File: src/rtl/core/format_string_text_formatter_core_defines.svh
// Assertion macros shared by the formatter RTL.
// Each macro expects clk and rst in scope at the point of use.
`ifndef FORMAT_STRING_TEXT_FORMATTER_CORE_DEFINES_SVH
`define FORMAT_STRING_TEXT_FORMATTER_CORE_DEFINES_SVH

// Same-cycle implication, disabled during reset.
`define FSF_ASSERT_SAME(label, ante, cons, msg) \
  label: assert property (@(posedge clk) disable iff (rst) (ante) |-> (cons)) \
    else $error(msg);

// Next-cycle implication, disabled during reset.
`define FSF_ASSERT_NEXT(label, ante, cons, msg) \
  label: assert property (@(posedge clk) disable iff (rst) (ante) |=> (cons)) \
    else $error(msg);

`endif

File: src/rtl/core/fsf_pkg.sv
// Shared types, constants and helpers for the text formatter core.
// No dependencies.
package fsf_pkg;

  localparam int FRAC_BITS_DEF = 32;
  localparam int CFG_IDX_W     = 8;
  localparam int NUM_W         = 36;

  localparam logic [CFG_IDX_W-1:0] REG_FRAC_DIGITS = 8'd0;
  localparam logic [CFG_IDX_W-1:0] REG_FRAC_CUTOFF = 8'd1;

  localparam logic [3:0]  FRAC_DIGITS_RST = 4'd8;
  localparam logic [3:0]  FRAC_DIGITS_MAX = 4'd8;
  localparam logic [31:0] FRAC_CUTOFF_RST = 32'd4294;

  localparam logic [7:0] CH_NUL   = 8'h00;
  localparam logic [7:0] CH_ZERO  = 8'h30;
  localparam logic [7:0] CH_PCT   = 8'h25;
  localparam logic [7:0] CH_BTICK = 8'h60;
  localparam logic [7:0] CH_APOS  = 8'h27;
  localparam logic [7:0] CH_DOT   = 8'h2E;
  localparam logic [7:0] CH_MINUS = 8'h2D;
  localparam logic [7:0] CH_D     = 8'h64;
  localparam logic [7:0] CH_F     = 8'h66;
  localparam logic [7:0] CH_C     = 8'h63;
  localparam logic [7:0] CH_S     = 8'h73;

  typedef enum logic [1:0] {
    KIND_TEXT = 2'd0,
    KIND_END  = 2'd1,
    KIND_OOT  = 2'd2
  } kind_t;

  typedef enum logic [2:0] {
    MODE_NORMAL,
    MODE_PERCENT,
    MODE_WAIT_D,
    MODE_WAIT_F,
    MODE_WAIT_C,
    MODE_WAIT_S
  } mode_t;

  typedef enum logic [3:0] {
    S_IDLE,
    S_PCT,
    S_MAIN,
    S_SIGN,
    S_SCAN,
    S_DIG,
    S_DOUT,
    S_DOT,
    S_FRAC,
    S_FCHK
  } state_t;

  typedef enum logic {
    ALU_SUB,
    ALU_MUL10
  } alu_op_t;

  typedef struct packed {
    alu_op_t          op;
    logic [NUM_W-1:0] a;
    logic [NUM_W-1:0] b;
  } alu_req_t;

  typedef struct packed {
    logic [NUM_W-1:0] res;
    logic             borrow;
  } alu_rsp_t;

  typedef struct packed {
    logic [3:0]  frac_digits;
    logic [31:0] frac_cutoff;
  } cfg_t;

  function automatic logic [NUM_W-1:0] pow10(input logic [3:0] p);
    logic [NUM_W-1:0] v;
    case (p)
      4'd0:    v = 36'd1;
      4'd1:    v = 36'd10;
      4'd2:    v = 36'd100;
      4'd3:    v = 36'd1000;
      4'd4:    v = 36'd10000;
      4'd5:    v = 36'd100000;
      4'd6:    v = 36'd1000000;
      4'd7:    v = 36'd10000000;
      4'd8:    v = 36'd100000000;
      4'd9:    v = 36'd1000000000;
      default: v = 36'd0;
    endcase
    return v;
  endfunction

endpackage

File: src/rtl/core/fsf_alu.sv
// Shared arithmetic unit: subtract with borrow, or multiply by ten.
// Depends on fsf_pkg.
module fsf_alu (
  input  fsf_pkg::alu_req_t req,
  output fsf_pkg::alu_rsp_t rsp
);
  import fsf_pkg::*;

  logic [NUM_W:0]   diff;
  logic [NUM_W-1:0] mul10;

  assign diff  = {1'b0, req.a} - {1'b0, req.b};
  assign mul10 = (req.a << 3) + (req.a << 1);

  always_comb begin
    rsp.borrow = diff[NUM_W];
    case (req.op)
      ALU_SUB:   rsp.res = diff[NUM_W-1:0];
      ALU_MUL10: rsp.res = mul10;
      default:   rsp.res = diff[NUM_W-1:0];
    endcase
  end

endmodule

File: src/rtl/core/fsf_ctrl.sv
// Format parser, digit sequencer and output register of the formatter.
// Depends on fsf_pkg, the defines header and an external fsf_alu.
`include "format_string_text_formatter_core_defines.svh"
module fsf_ctrl #(
  parameter int FRAC_BITS = fsf_pkg::FRAC_BITS_DEF
) (
  input  logic              clk,
  input  logic              rst,
  input  fsf_pkg::cfg_t     cfg,
  input  logic              in_valid,
  output logic              in_ready,
  input  logic              action,
  input  logic [7:0]        fmt_byte,
  input  logic [63:0]       arg_u,
  output logic              out_valid,
  input  logic              out_ready,
  output logic [1:0]        out_kind,
  output logic [7:0]        out_byte,
  output logic [15:0]       directive_count,
  output logic              last,
  output fsf_pkg::alu_req_t alu_req,
  input  fsf_pkg::alu_rsp_t alu_rsp
);
  import fsf_pkg::*;

  localparam int SH_HI    = FRAC_BITS + 32;
  localparam int FRAC_PAD = 32 - FRAC_BITS;

  state_t state, state_next;
  mode_t  mode;
  logic [15:0] used, snap;

  // pending single results
  kind_t      p_kind;
  logic [7:0] p_byte;
  logic       p_main;

  // number datapath
  logic [31:0] num, frac;
  logic [3:0]  pos, dacc, fcnt, digit;
  logic [1:0]  k;
  logic        is_fix;

  logic acc, waiting, can_emit;
  logic [3:0] lim;
  logic gt, dot_last, flast;

  // decode of an accepted item
  logic  d_pct, d_main, d_go, d_fix, d_neg, is_dir;
  kind_t d_kind;
  logic [7:0]  d_byte;
  mode_t d_mode, dir_mode;
  logic [15:0] d_used;
  logic [31:0] int_mag, fix_int, fix_frac;
  logic [63:0] fix_mag;
  logic        clamp;

  // emit
  logic       emit, e_last;
  kind_t      e_kind;
  logic [7:0] e_byte;

  assign acc      = in_valid && in_ready;
  assign in_ready = (state == S_IDLE);
  assign can_emit = !out_valid || out_ready;
  assign waiting  = (mode == MODE_WAIT_D) || (mode == MODE_WAIT_F) ||
                    (mode == MODE_WAIT_C) || (mode == MODE_WAIT_S);
  assign lim      = (cfg.frac_digits > FRAC_DIGITS_MAX) ? FRAC_DIGITS_MAX : cfg.frac_digits;
  assign gt       = alu_rsp.borrow;   // cutoff - frac borrows when frac > cutoff
  assign dot_last = (lim == 4'd0) || !gt;
  assign flast    = (fcnt == lim) || !gt;

  assign int_mag  = arg_u[31] ? (~arg_u[31:0] + 32'd1) : arg_u[31:0];
  assign fix_mag  = arg_u[63] ? (~arg_u + 64'd1) : arg_u;
  assign clamp    = |(fix_mag >> SH_HI);
  assign fix_int  = clamp ? 32'hFFFF_FFFF : 32'(fix_mag >> FRAC_BITS);
  assign fix_frac = clamp ? 32'({64{1'b1}} << FRAC_PAD) : 32'(fix_mag << FRAC_PAD);

  always_comb begin
    is_dir   = 1'b1;
    dir_mode = MODE_NORMAL;
    case (fmt_byte)
      CH_D:    dir_mode = MODE_WAIT_D;
      CH_F:    dir_mode = MODE_WAIT_F;
      CH_C:    dir_mode = MODE_WAIT_C;
      CH_S:    dir_mode = MODE_WAIT_S;
      default: is_dir = 1'b0;
    endcase
  end

  always_comb begin
    d_pct  = 1'b0;
    d_main = 1'b0;
    d_go   = 1'b0;
    d_fix  = 1'b0;
    d_neg  = 1'b0;
    d_kind = KIND_TEXT;
    d_byte = CH_NUL;
    d_mode = mode;
    d_used = used;
    if (!action) begin
      if (waiting) begin
        d_main = 1'b1;
        d_kind = KIND_OOT;
      end else begin
        d_mode = MODE_NORMAL;
        if (mode == MODE_PERCENT && is_dir) begin
          d_mode = dir_mode;
          d_used = (used == 16'hFFFF) ? used : used + 16'd1;
        end else begin
          d_pct = (mode == MODE_PERCENT);
          if (fmt_byte == CH_NUL) begin
            d_main = 1'b1;
            d_kind = KIND_END;
            d_used = '0;
          end else if (fmt_byte == CH_PCT) begin
            d_mode = MODE_PERCENT;
          end else if (fmt_byte == CH_BTICK) begin
            d_main = 1'b1;
            d_byte = CH_APOS;
          end else begin
            d_main = 1'b1;
            d_byte = fmt_byte;
          end
        end
      end
    end else if (!waiting) begin
      d_main = 1'b1;
      d_kind = KIND_OOT;
    end else begin
      case (mode)
        MODE_WAIT_C: begin
          d_main = 1'b1;
          d_byte = arg_u[7:0];
          d_mode = MODE_NORMAL;
        end
        MODE_WAIT_S: begin
          if (arg_u[7:0] == CH_NUL) begin
            d_mode = MODE_NORMAL;
          end else begin
            d_main = 1'b1;
            d_byte = arg_u[7:0];
          end
        end
        MODE_WAIT_D: begin
          d_go   = 1'b1;
          d_neg  = arg_u[31];
          d_mode = MODE_NORMAL;
        end
        MODE_WAIT_F: begin
          d_go   = 1'b1;
          d_fix  = 1'b1;
          d_neg  = arg_u[63];
          d_mode = MODE_NORMAL;
        end
        default: ;
      endcase
    end
  end

  // shared unit request
  always_comb begin
    alu_req.op = ALU_SUB;
    alu_req.a  = '0;
    alu_req.b  = '0;
    case (state)
      S_SCAN: begin
        alu_req.a = {4'd0, num};
        alu_req.b = pow10(pos);
      end
      S_DIG: begin
        alu_req.a = {4'd0, num};
        alu_req.b = pow10(pos) << k;
      end
      S_DOT, S_FCHK: begin
        alu_req.a = {4'd0, cfg.frac_cutoff};
        alu_req.b = {4'd0, frac};
      end
      S_FRAC: begin
        alu_req.op = ALU_MUL10;
        alu_req.a  = {4'd0, frac};
      end
      default: ;
    endcase
  end

  // next state
  always_comb begin
    state_next = state;
    case (state)
      S_IDLE: begin
        if (acc) begin
          if (d_go)        state_next = d_neg ? S_SIGN : S_SCAN;
          else if (d_pct)  state_next = S_PCT;
          else if (d_main) state_next = S_MAIN;
        end
      end
      S_PCT:  if (can_emit) state_next = p_main ? S_MAIN : S_IDLE;
      S_MAIN: if (can_emit) state_next = S_IDLE;
      S_SIGN: if (can_emit) state_next = S_SCAN;
      S_SCAN: if (!(pos != 4'd0 && alu_rsp.borrow)) state_next = S_DIG;
      S_DIG:  if (k == 2'd0) state_next = S_DOUT;
      S_DOUT: begin
        if (can_emit) begin
          if (pos != 4'd0) state_next = S_DIG;
          else             state_next = is_fix ? S_DOT : S_IDLE;
        end
      end
      S_DOT:  if (can_emit) state_next = dot_last ? S_IDLE : S_FRAC;
      S_FRAC: state_next = S_FCHK;
      S_FCHK: if (can_emit) state_next = flast ? S_IDLE : S_FRAC;
      default: state_next = S_IDLE;
    endcase
  end

  // result produced this cycle
  always_comb begin
    emit   = 1'b0;
    e_kind = KIND_TEXT;
    e_byte = CH_NUL;
    e_last = 1'b0;
    case (state)
      S_PCT: begin
        emit   = can_emit;
        e_byte = CH_PCT;
        e_last = !p_main;
      end
      S_MAIN: begin
        emit   = can_emit;
        e_kind = p_kind;
        e_byte = p_byte;
        e_last = 1'b1;
      end
      S_SIGN: begin
        emit   = can_emit;
        e_byte = CH_MINUS;
      end
      S_DOUT: begin
        emit   = can_emit;
        e_byte = CH_ZERO + {4'd0, dacc};
        e_last = !is_fix && (pos == 4'd0);
      end
      S_DOT: begin
        emit   = can_emit;
        e_byte = CH_DOT;
        e_last = dot_last;
      end
      S_FCHK: begin
        emit   = can_emit;
        e_byte = CH_ZERO + {4'd0, digit};
        e_last = flast;
      end
      default: ;
    endcase
  end

  always_ff @(posedge clk) begin
    if (rst) begin
      state     <= S_IDLE;
      mode      <= MODE_NORMAL;
      used      <= '0;
      out_valid <= 1'b0;
    end else begin
      state <= state_next;
      if (acc) begin
        mode <= d_mode;
        used <= d_used;
      end
      if (emit)           out_valid <= 1'b1;
      else if (out_ready) out_valid <= 1'b0;
    end
  end

  always_ff @(posedge clk) begin
    if (emit) begin
      out_kind        <= e_kind;
      out_byte        <= e_byte;
      directive_count <= snap;
      last            <= e_last;
    end
    case (state)
      S_IDLE: begin
        if (acc) begin
          snap   <= used;
          p_kind <= d_kind;
          p_byte <= d_byte;
          p_main <= d_main;
          num    <= d_fix ? fix_int : int_mag;
          frac   <= fix_frac;
          is_fix <= d_fix;
          pos    <= 4'd9;
          fcnt   <= 4'd0;
        end
      end
      S_SCAN: begin
        if (pos != 4'd0 && alu_rsp.borrow) begin
          pos <= pos - 4'd1;
        end else begin
          k    <= 2'd3;
          dacc <= 4'd0;
        end
      end
      S_DIG: begin
        if (!alu_rsp.borrow) begin
          num     <= alu_rsp.res[31:0];
          dacc[k] <= 1'b1;
        end
        k <= k - 2'd1;
      end
      S_DOUT: begin
        if (can_emit && pos != 4'd0) begin
          pos  <= pos - 4'd1;
          k    <= 2'd3;
          dacc <= 4'd0;
        end
      end
      S_FRAC: begin
        frac  <= alu_rsp.res[31:0];
        digit <= alu_rsp.res[NUM_W-1:32];
        fcnt  <= fcnt + 4'd1;
      end
      default: ;
    endcase
  end

  `FSF_ASSERT_SAME(a_digit_range, state == S_DOUT, dacc <= 4'd9, "decimal digit above nine")
  `FSF_ASSERT_NEXT(a_dig_flow, state == S_DIG, state == S_DIG || state == S_DOUT, "digit loop left early")
  `FSF_ASSERT_NEXT(a_count_busy, state != S_IDLE, $stable(used), "count moved while busy")
  `FSF_ASSERT_NEXT(a_int_done, acc && action && mode == MODE_WAIT_D, mode == MODE_NORMAL,
                   "int argument did not end directive")

endmodule

File: src/rtl/core/format_string_text_formatter_core.sv
// Text formatter core: config registers, parser/sequencer and shared ALU.
// A text byte or flag is held in a pending register, then registered onto the output once it is free.
// Numbers: a leading-zero scan, then each integer digit by conditional subtraction
// and each fraction digit by multiply-by-ten, both on the shared subtract/multiply-by-ten unit.
// One item in flight.
// Sync reset: parser to normal text, count 0, frac_digits 8, cutoff 4294.
module format_string_text_formatter_core #(
  parameter int FRAC_BITS = fsf_pkg::FRAC_BITS_DEF
) (
  input  logic                          clk,
  input  logic                          rst,
  input  logic                          cfg_valid,
  output logic                          cfg_ready,
  input  logic [fsf_pkg::CFG_IDX_W-1:0] cfg_index,
  input  logic [31:0]                   cfg_data,
  input  logic                          in_valid,
  output logic                          in_ready,
  input  logic                          action,
  input  logic [7:0]                    fmt_byte,
  input  logic signed [63:0]            arg_value,
  output logic                          out_valid,
  input  logic                          out_ready,
  output logic [1:0]                    out_kind,
  output logic [7:0]                    out_byte,
  output logic [15:0]                   directive_count,
  output logic                          last
);
  import fsf_pkg::*;

  cfg_t     cfg;
  alu_req_t alu_req;
  alu_rsp_t alu_rsp;

  assign cfg_ready = 1'b1;

  always_ff @(posedge clk) begin
    if (rst) begin
      cfg.frac_digits <= FRAC_DIGITS_RST;
      cfg.frac_cutoff <= FRAC_CUTOFF_RST;
    end else if (cfg_valid && cfg_ready) begin
      case (cfg_index)
        REG_FRAC_DIGITS: cfg.frac_digits <= cfg_data[3:0];
        REG_FRAC_CUTOFF: cfg.frac_cutoff <= cfg_data;
        default: ;
      endcase
    end
  end

  fsf_alu u_alu (
    .req (alu_req),
    .rsp (alu_rsp)
  );

  fsf_ctrl #(
    .FRAC_BITS (FRAC_BITS)
  ) u_ctrl (
    .clk             (clk),
    .rst             (rst),
    .cfg             (cfg),
    .in_valid        (in_valid),
    .in_ready        (in_ready),
    .action          (action),
    .fmt_byte        (fmt_byte),
    .arg_u           (64'(arg_value)),
    .out_valid       (out_valid),
    .out_ready       (out_ready),
    .out_kind        (out_kind),
    .out_byte        (out_byte),
    .directive_count (directive_count),
    .last            (last),
    .alu_req         (alu_req),
    .alu_rsp         (alu_rsp)
  );

endmodule
File: config.mk
export PLATFORM = sky130hd
export DESIGN_NAME = format_string_text_formatter_core
export DESIGN_NICKNAME = d
export VERILOG_FILES = /design/src/rtl/core/fsf_pkg.sv /design/src/rtl/core/fsf_alu.sv /design/src/rtl/core/fsf_ctrl.sv /design/src/rtl/core/format_string_text_formatter_core.sv
export VERILOG_INCLUDE_DIRS = /design/src /design/src/rtl/core
export SDC_FILE = /design/constraint.sdc
export NUM_CORES = 1
export LEC_CHECK = 0
export BUFFER_PORTS_ARGS = -buffer_cell sky130_fd_sc_hd__buf_2
export CELL_PAD_IN_SITES_DETAIL_PLACEMENT = 1
export CELL_PAD_IN_SITES_GLOBAL_PLACEMENT = 1
export CORE_ASPECT_RATIO = 1.1
export CORE_MARGIN = 4
export CORE_UTILIZATION = 51
export CTS_CLUSTER_DIAMETER = 30
export DETAILED_ROUTE_END_ITERATION = 10
export PLACE_DENSITY_LB_ADDON = 0.1
export SLEW_MARGIN = 20
export SYNTH_ARGS = -nofsm -noshare
export SYNTH_HDL_FRONTEND = slang
export SYNTH_HIERARCHICAL = 1
export SYNTH_SLANG_ARGS = --single-unit
export TNS_END_PERCENT = 1
File: constraint.sdc
create_clock -name clk -period 11.6 [get_ports clk]
set_input_delay 0.58 -clock clk [delete_from_list [all_inputs] [get_ports clk]]
set_output_delay 0.58 -clock clk [all_outputs]
set_load 0.05 [all_outputs]
==> metrics, run 1 <==
status=finished, final reports clean; initial antenna violation count=1; Cell Int Power=2.70 mW; Pwr Total=4.82 mW; Post-Layout Cell Count=between 2000 and 3000; CTS Buf Count=54; max cap viols=0; first-pass GRT wire length=104000 µm; maximum clock insertion buffer count=3; unrepaired setup endpoints after global routing=no; layout cell share with drive strength beyond 1=15.0%; dpl ws=3.92 ns; number of nets with antenna violations after routing=0; Ports=approximately 150; Static Leak=8.06 nW; EDFF count, synth=137; ant diodes=0; Placed Area=18400 µm²; measured slew at the worst slew-check pin=1.01 ns; Seq/Total Area, Yosys=33.0%; Clk Latency, worst-skew pair=0.61 ns; CTS tree=done; Tmin final=7.87 ns; detailed-route DRC error count=0; worst hold path type=input pin to flop; maximum fanout along the worst path=between 60 and 70; number of global-route vias before repair=17500; Final #Nets=2345; Fin Hold WS=0.225 ns; Vias=17200; Iteration-0 DRC Markers=1894; Post-Synthesis Cell Area=17500 µm²; Syn. warnings=6; asr flop ratio synth=0%; area grow syn2layout=15.7%; vias per cell=6.56; die area=between 30000 and 40000 µm²; grt total ovfl=0; Port Buffer Count=146; Final Wtd Congestion=0.960; worst setup margin=3.73 ns; total net switching power=2.12 mW; Clock Skew=0.0660 ns; clock network power share=a little under a third; clk sink count=220; Clock Root Buffer=clkbuf_16; period utilisation layout=between 60% and 70%; H-Tree Depth=2; largest net degree at the start of global routing=85; crit path DAT=about 8.3 ns; Final Hold Violating Endpoints=0; First-pass DRT Iterations=6; Post-Route WL=a little under 70000 µm; DIE HEIGHT=~200 µm; # fillers=3936; Req. time, crit path=about 12 ns; Cell variety after synth=~110; Final Util=about three fifths; Post-CTS Hold Fix Bufs=0; clk slew on worst S/H paths=0.05 ns; setup TNS=0 ns; HPWL Detailed=~49000 µm; Initial Utilization=52.2%; DIE WIDTH=185 µm; Net Sw Frac=around 44%; Max VDD drop=0.159 mV; fmax=approximately 0.13 GHz; design area=around 20000 µm²; core box area=33500 µm²; Post-Synthesis Cells=a little over 2000; WL per Instance=25.9 µm; number of post-CTS setup repair buffers=0; Tot GR Track Use=a little over a third; post-cts sizing count=0; max-slew violation count=0; Critical Path Source Type=flop; Slew headroom=32.3%; FF+latch count, synth=220; Final Setup Violations=0; Setup Crit Path Kind=flop to flop; Worst Setup End Kind=flop; Power Dens Cells=238 nW/µm²; syn avg cell area=~8.6 µm²; Comb power frac=~43%; Inst Count DP=2517; sequential fraction of design power=26.0%; main flop type after synthesis=edfxtp_1; row count=70
## Yosys cell counts (17+ instances only)
cell,n,area (µm²)
nor3_1,35,175
nand2b_1,83,519
ha_1,84,1050
or3_1,19,119
xnor2_1,68,596
or4_1,17,128
a21oi_1,116,581
inv_1,112,420
o31ai_1,22,165
a211oi_1,25,188
o21ai_0,139,696
nand4_1,22,138
a222oi_1,32,320
nand2_1,189,709
nor2_1,147,552
xor2_1,84,736
mux2i_1,70,701
clkbuf_1,95,357
edfxtp_1,137,4110
and2_1,17,106
nand3_1,48,240
dfxtp_1,83,1660
a21o_1,33,248
o22ai_1,18,113
a221o_1,23,230
nor4_1,19,119
## placed cells by master, fill, tap and decap left out, types with 32 or more instances in the layout
| cell | count |
|---|---|
| a21oi_1 | 115 |
| nand3_1 | 48 |
| dfxtp_1 | 83 |
| o21ai_0 | 137 |
| nand2_1 | 189 |
| edfxtp_1 | 137 |
| nor3_1 | 35 |
| nor2_1 | 144 |
| xor2_1 | 84 |
| buf_2 | 146 |
| xnor2_1 | 68 |
| ha_1 | 84 |
| mux2i_1 | 70 |
| a222oi_1 | 32 |
| a21o_1 | 33 |
| inv_1 | 111 |
| nand2b_1 | 83 |
| clkbuf_16 | 54 |
## cells by family (layout without fill, tap and decap cells)
logic type	count (synthesis)	in the layout	share of synthesized area [%]
AND/OR/NAND/NOR	676	676	19.7
adder cells (fa/ha/maj)	86	86	6.23
other	2	8	0.0429
AO/OA/AOI/OAI	582	582	23.1
flip-flops	220	220	33.0
XOR/XNOR	152	152	7.61
multiplexers	78	78	4.52
buffers and inverters	243	383	5.86
## final timing paths
| path | slack, ns | cells past startpoint | to | start |
|---|---|---|---|---|
| hold reg to reg | 0.42 | 0 | u_ctrl/directive_count[15] | u_ctrl/snap[15] |
| setup / recovery | 3.73 | 25 | flop | u_ctrl/state[1] |
| setup reg to reg | 3.73 | 25 | flop | u_ctrl/state[1] |
| hold / removal | 0.22 | 3 | cfg[6] | cfg_data[6] |
## final cells by class
class,instances,area (µm²),share of cell area [%]
clock buffers,65,1440,7.13
flip-flops and latches,220,5780,28.5
multi-input cells,1582,10700,53.1
repair buffers,166,881,4.35
well taps,432,541,2.67
inverters,117,442,2.18
clock inverters,35,417,2.06
## layer usage
metal	routed length (µm)	vias up	global-route usage [%]	part of all wire [%]
met5	7	-	0	0.010
li1	-	7721	-	-
met1	28000	8451	48.1	41
met3	5990	143	6.48	8.8
met2	31400	841	57.7	46
met4	2310	2	10.9	3.4
## critical path, stage by stage (launching register included)
cell       delay [ns]
dfxtp_1          0.65
nor2b_1          0.44
nand2_1          0.17
a21oi_4          0.16
buf_4            0.62
a222oi_1         0.27
inv_1            0.18
inv_1            0.06
ha_1             0.21
fa_1             0.41
nand2b_1         0.20
a211oi_2         0.36
o2111ai_2        0.24
a21oi_2          0.35
a21oi_4          0.14
o21ai_1          0.28
a221o_1          0.21
a21oi_1          0.22
or2_2            0.34
a31oi_1          0.36
nor2_1           0.25
o21ai_0          0.64
inv_1            0.30
ha_1             0.30
and2_1           0.18
o21bai_1         0.17
## power by group through the flow
stage	Combinational (mW)	Sequential, mW	Clock, mW
after global placement	1.92	1.25	0
after floorplan	1.19	1.28	0
after detailed placement	1.95	1.25	0
after global routing	2.17	1.26	1.58
after CTS	1.98	1.24	1.54
final	2.04	1.25	1.52
Power figures use the tool's default switching activity.
==> run 2: changes to the inputs <==
- CORE_UTILIZATION: 51 -> 47
- clock period: 11.6 -> 8.11 ns (I/O delays scaled with it)
==> metrics, run 2 (synthesized netlist as in run 1, its figures left out) <==
number of global-route vias before repair=around 17000; worst r2r src=u_ctrl/state[0]; design area=between 20000 and 25000 µm²; Clk Latency, worst-skew pair=between 0.6 and 0.7 ns; first-pass GRT wire length=103000 µm; unrepaired setup endpoints after global routing=no; cell family with most CP delay=compound AO/OA/AOI/OAI gates; Fin Hold WS=roughly 0.065 ns; Port Buffer Count=146; Vias=16900; Final #Nets=2354; Pwr Total=7.06 mW; Max VDD drop=0.212 mV; worst hold path type=input pin to flop; Critical Path, Cell by Cell=clkinv_1 -> nand3_1 -> inv_4 -> a222oi_1 -> inv_1 -> ha_1 -> a21o_1 -> a21o_1 -> a2111oi_0 -> o22ai_1 -> a21oi_4 -> o21ai_1 -> a221o_1 -> a21oi_1 -> buf_4 -> or2_2 -> a31oi_1 -> nor2_1 -> nand3_1 -> o21ai_0 -> inv_1 -> ha_1 -> and2_1 -> o21bai_1; Iteration-0 DRC Markers=1743; area grow syn2layout=17.5%; row count=between 70 and 80; post-cts sizing count=0; worst r2r path cells=24; Initial Utilization=48.0%; most frequent cells in the layout=189 x nand2_1, 146 x buf_2, 144 x nor2_1; Req. time, crit path=8.56 ns; Static Leak=8.16 nW; setup TNS=0 ns; Post-Route WL=67400 µm; maximum clock insertion buffer count=3; CTS tree=done; Inst Count DP=2578; DIE HEIGHT=approximately 210 µm; dpl ws=a little over 1 ns; Post-Layout Cell Count=2687; Final Hold Violating Endpoints=0; Tot GR Track Use=32.8%; Tmin final=between 7 and 8 ns; clk slew on worst S/H paths=0.05 ns; grt total ovfl=0; core box area=36400 µm²; Worst Setup End Kind=flop; Bufs and invs on worst path=5; largest net degree at the start of global routing=85; detailed-route DRC error count=0; Clock Root Buffer=clkbuf_16; number of nets with antenna violations after routing=0; Final Util=56.4%; maximum fanout along the worst path=between 40 and 50; commonest non-fill, non-tap cell in the layout=nand2_1; measured slew at the worst slew-check pin=about 0.9 ns; die area=just over 40000 µm²; CP Depth=24; Final Wtd Congestion=0.933; period utilisation layout=about nine tenths; max-slew violation count=0; CTS Buf Count=57; Power Dens Cells=343 nW/µm²; initial antenna violation count=2; Ports=148; HPWL Detailed=50800 µm; Crit. Startpoint=u_ctrl/state[0]; clk sink count=220; worst setup margin=0.824 ns; fmax=0.137 GHz; Setup Crit Path Kind=flop to flop; Critical Path Source Type=flop; H-Tree Depth=2; max cap viols=0; Slew headroom=roughly two fifths; critical path's largest stage delay=0.59 ns; WL per Instance=about 25 µm; Clock Skew=0.0465 ns; layout cell share with drive strength beyond 1=15.7%; First-pass DRT Iterations=7; Final Setup Violations=0; number of post-CTS setup repair buffers=0; status=finished, final reports clean; Placed Area=18500 µm²; CP max stage cell=dfxtp_1; vias per cell=6.29; worst reg-to-reg setup slack=0.82 ns; DIE WIDTH=192 µm; Post-CTS Hold Fix Bufs=0; crit path DAT=roughly 7.7 ns
run 2: power by group:
group,switching (mW),internal (mW),leakage [nW]
Clock,0.771,1.59,0.963
Combinational,2.01,0.894,5.23
Sequential,0.260,1.53,1.97
run 2: worst min-delay path by stage:
stage                         from                   endpoint  slack, ns  depth (start not counted)
floorplan           u_ctrl/snap[0]  u_ctrl/directive_count[0]       0.40                          0
global placement    u_ctrl/snap[5]  u_ctrl/directive_count[5]       0.40                          0
detailed placement  u_ctrl/snap[7]  u_ctrl/directive_count[7]       0.41                          0
CTS                    cfg_data[6]                     cfg[6]       0.05                          3
global route           cfg_data[3]                     cfg[3]       0.05                          3
finish                 cfg_data[6]                     cfg[6]       0.07                          3
run 2: layer usage:
| metal | up-vias | track usage [%] | wire (µm) | share of wire (%) |
|---|---|---|---|---|
| met5 | - | 0 | 7 | 0.010 |
| met4 | 2 | 10.9 | 2400 | 3.6 |
| met3 | 123 | 7.62 | 5790 | 8.6 |
| met2 | 718 | 51.4 | 30400 | 45 |
| met1 | 8309 | 44.8 | 28800 | 43 |
| li1 | 7755 | - | - | - |
run 2: worst min-delay path, stage by stage:
cell and delay (ns):
buf_2 0.07, nor2_1 0.03, mux2i_1 0.11
run 2: area by class of cell:
| cell class | instances | area, µm² |
|---|---|---|
| Clock inverter | 43 | 561 |
| Fill cell | 4283 | 15900 |
| Clock buffer | 65 | 1500 |
| Multi-Input combinational cell | 1582 | 10700 |
| Antenna cell | 1 | 2.50 |
| Sequential cell | 220 | 5780 |
| Inverter | 117 | 442 |
| Tap cell | 487 | 609 |
| Timing Repair Buffer | 172 | 926 |
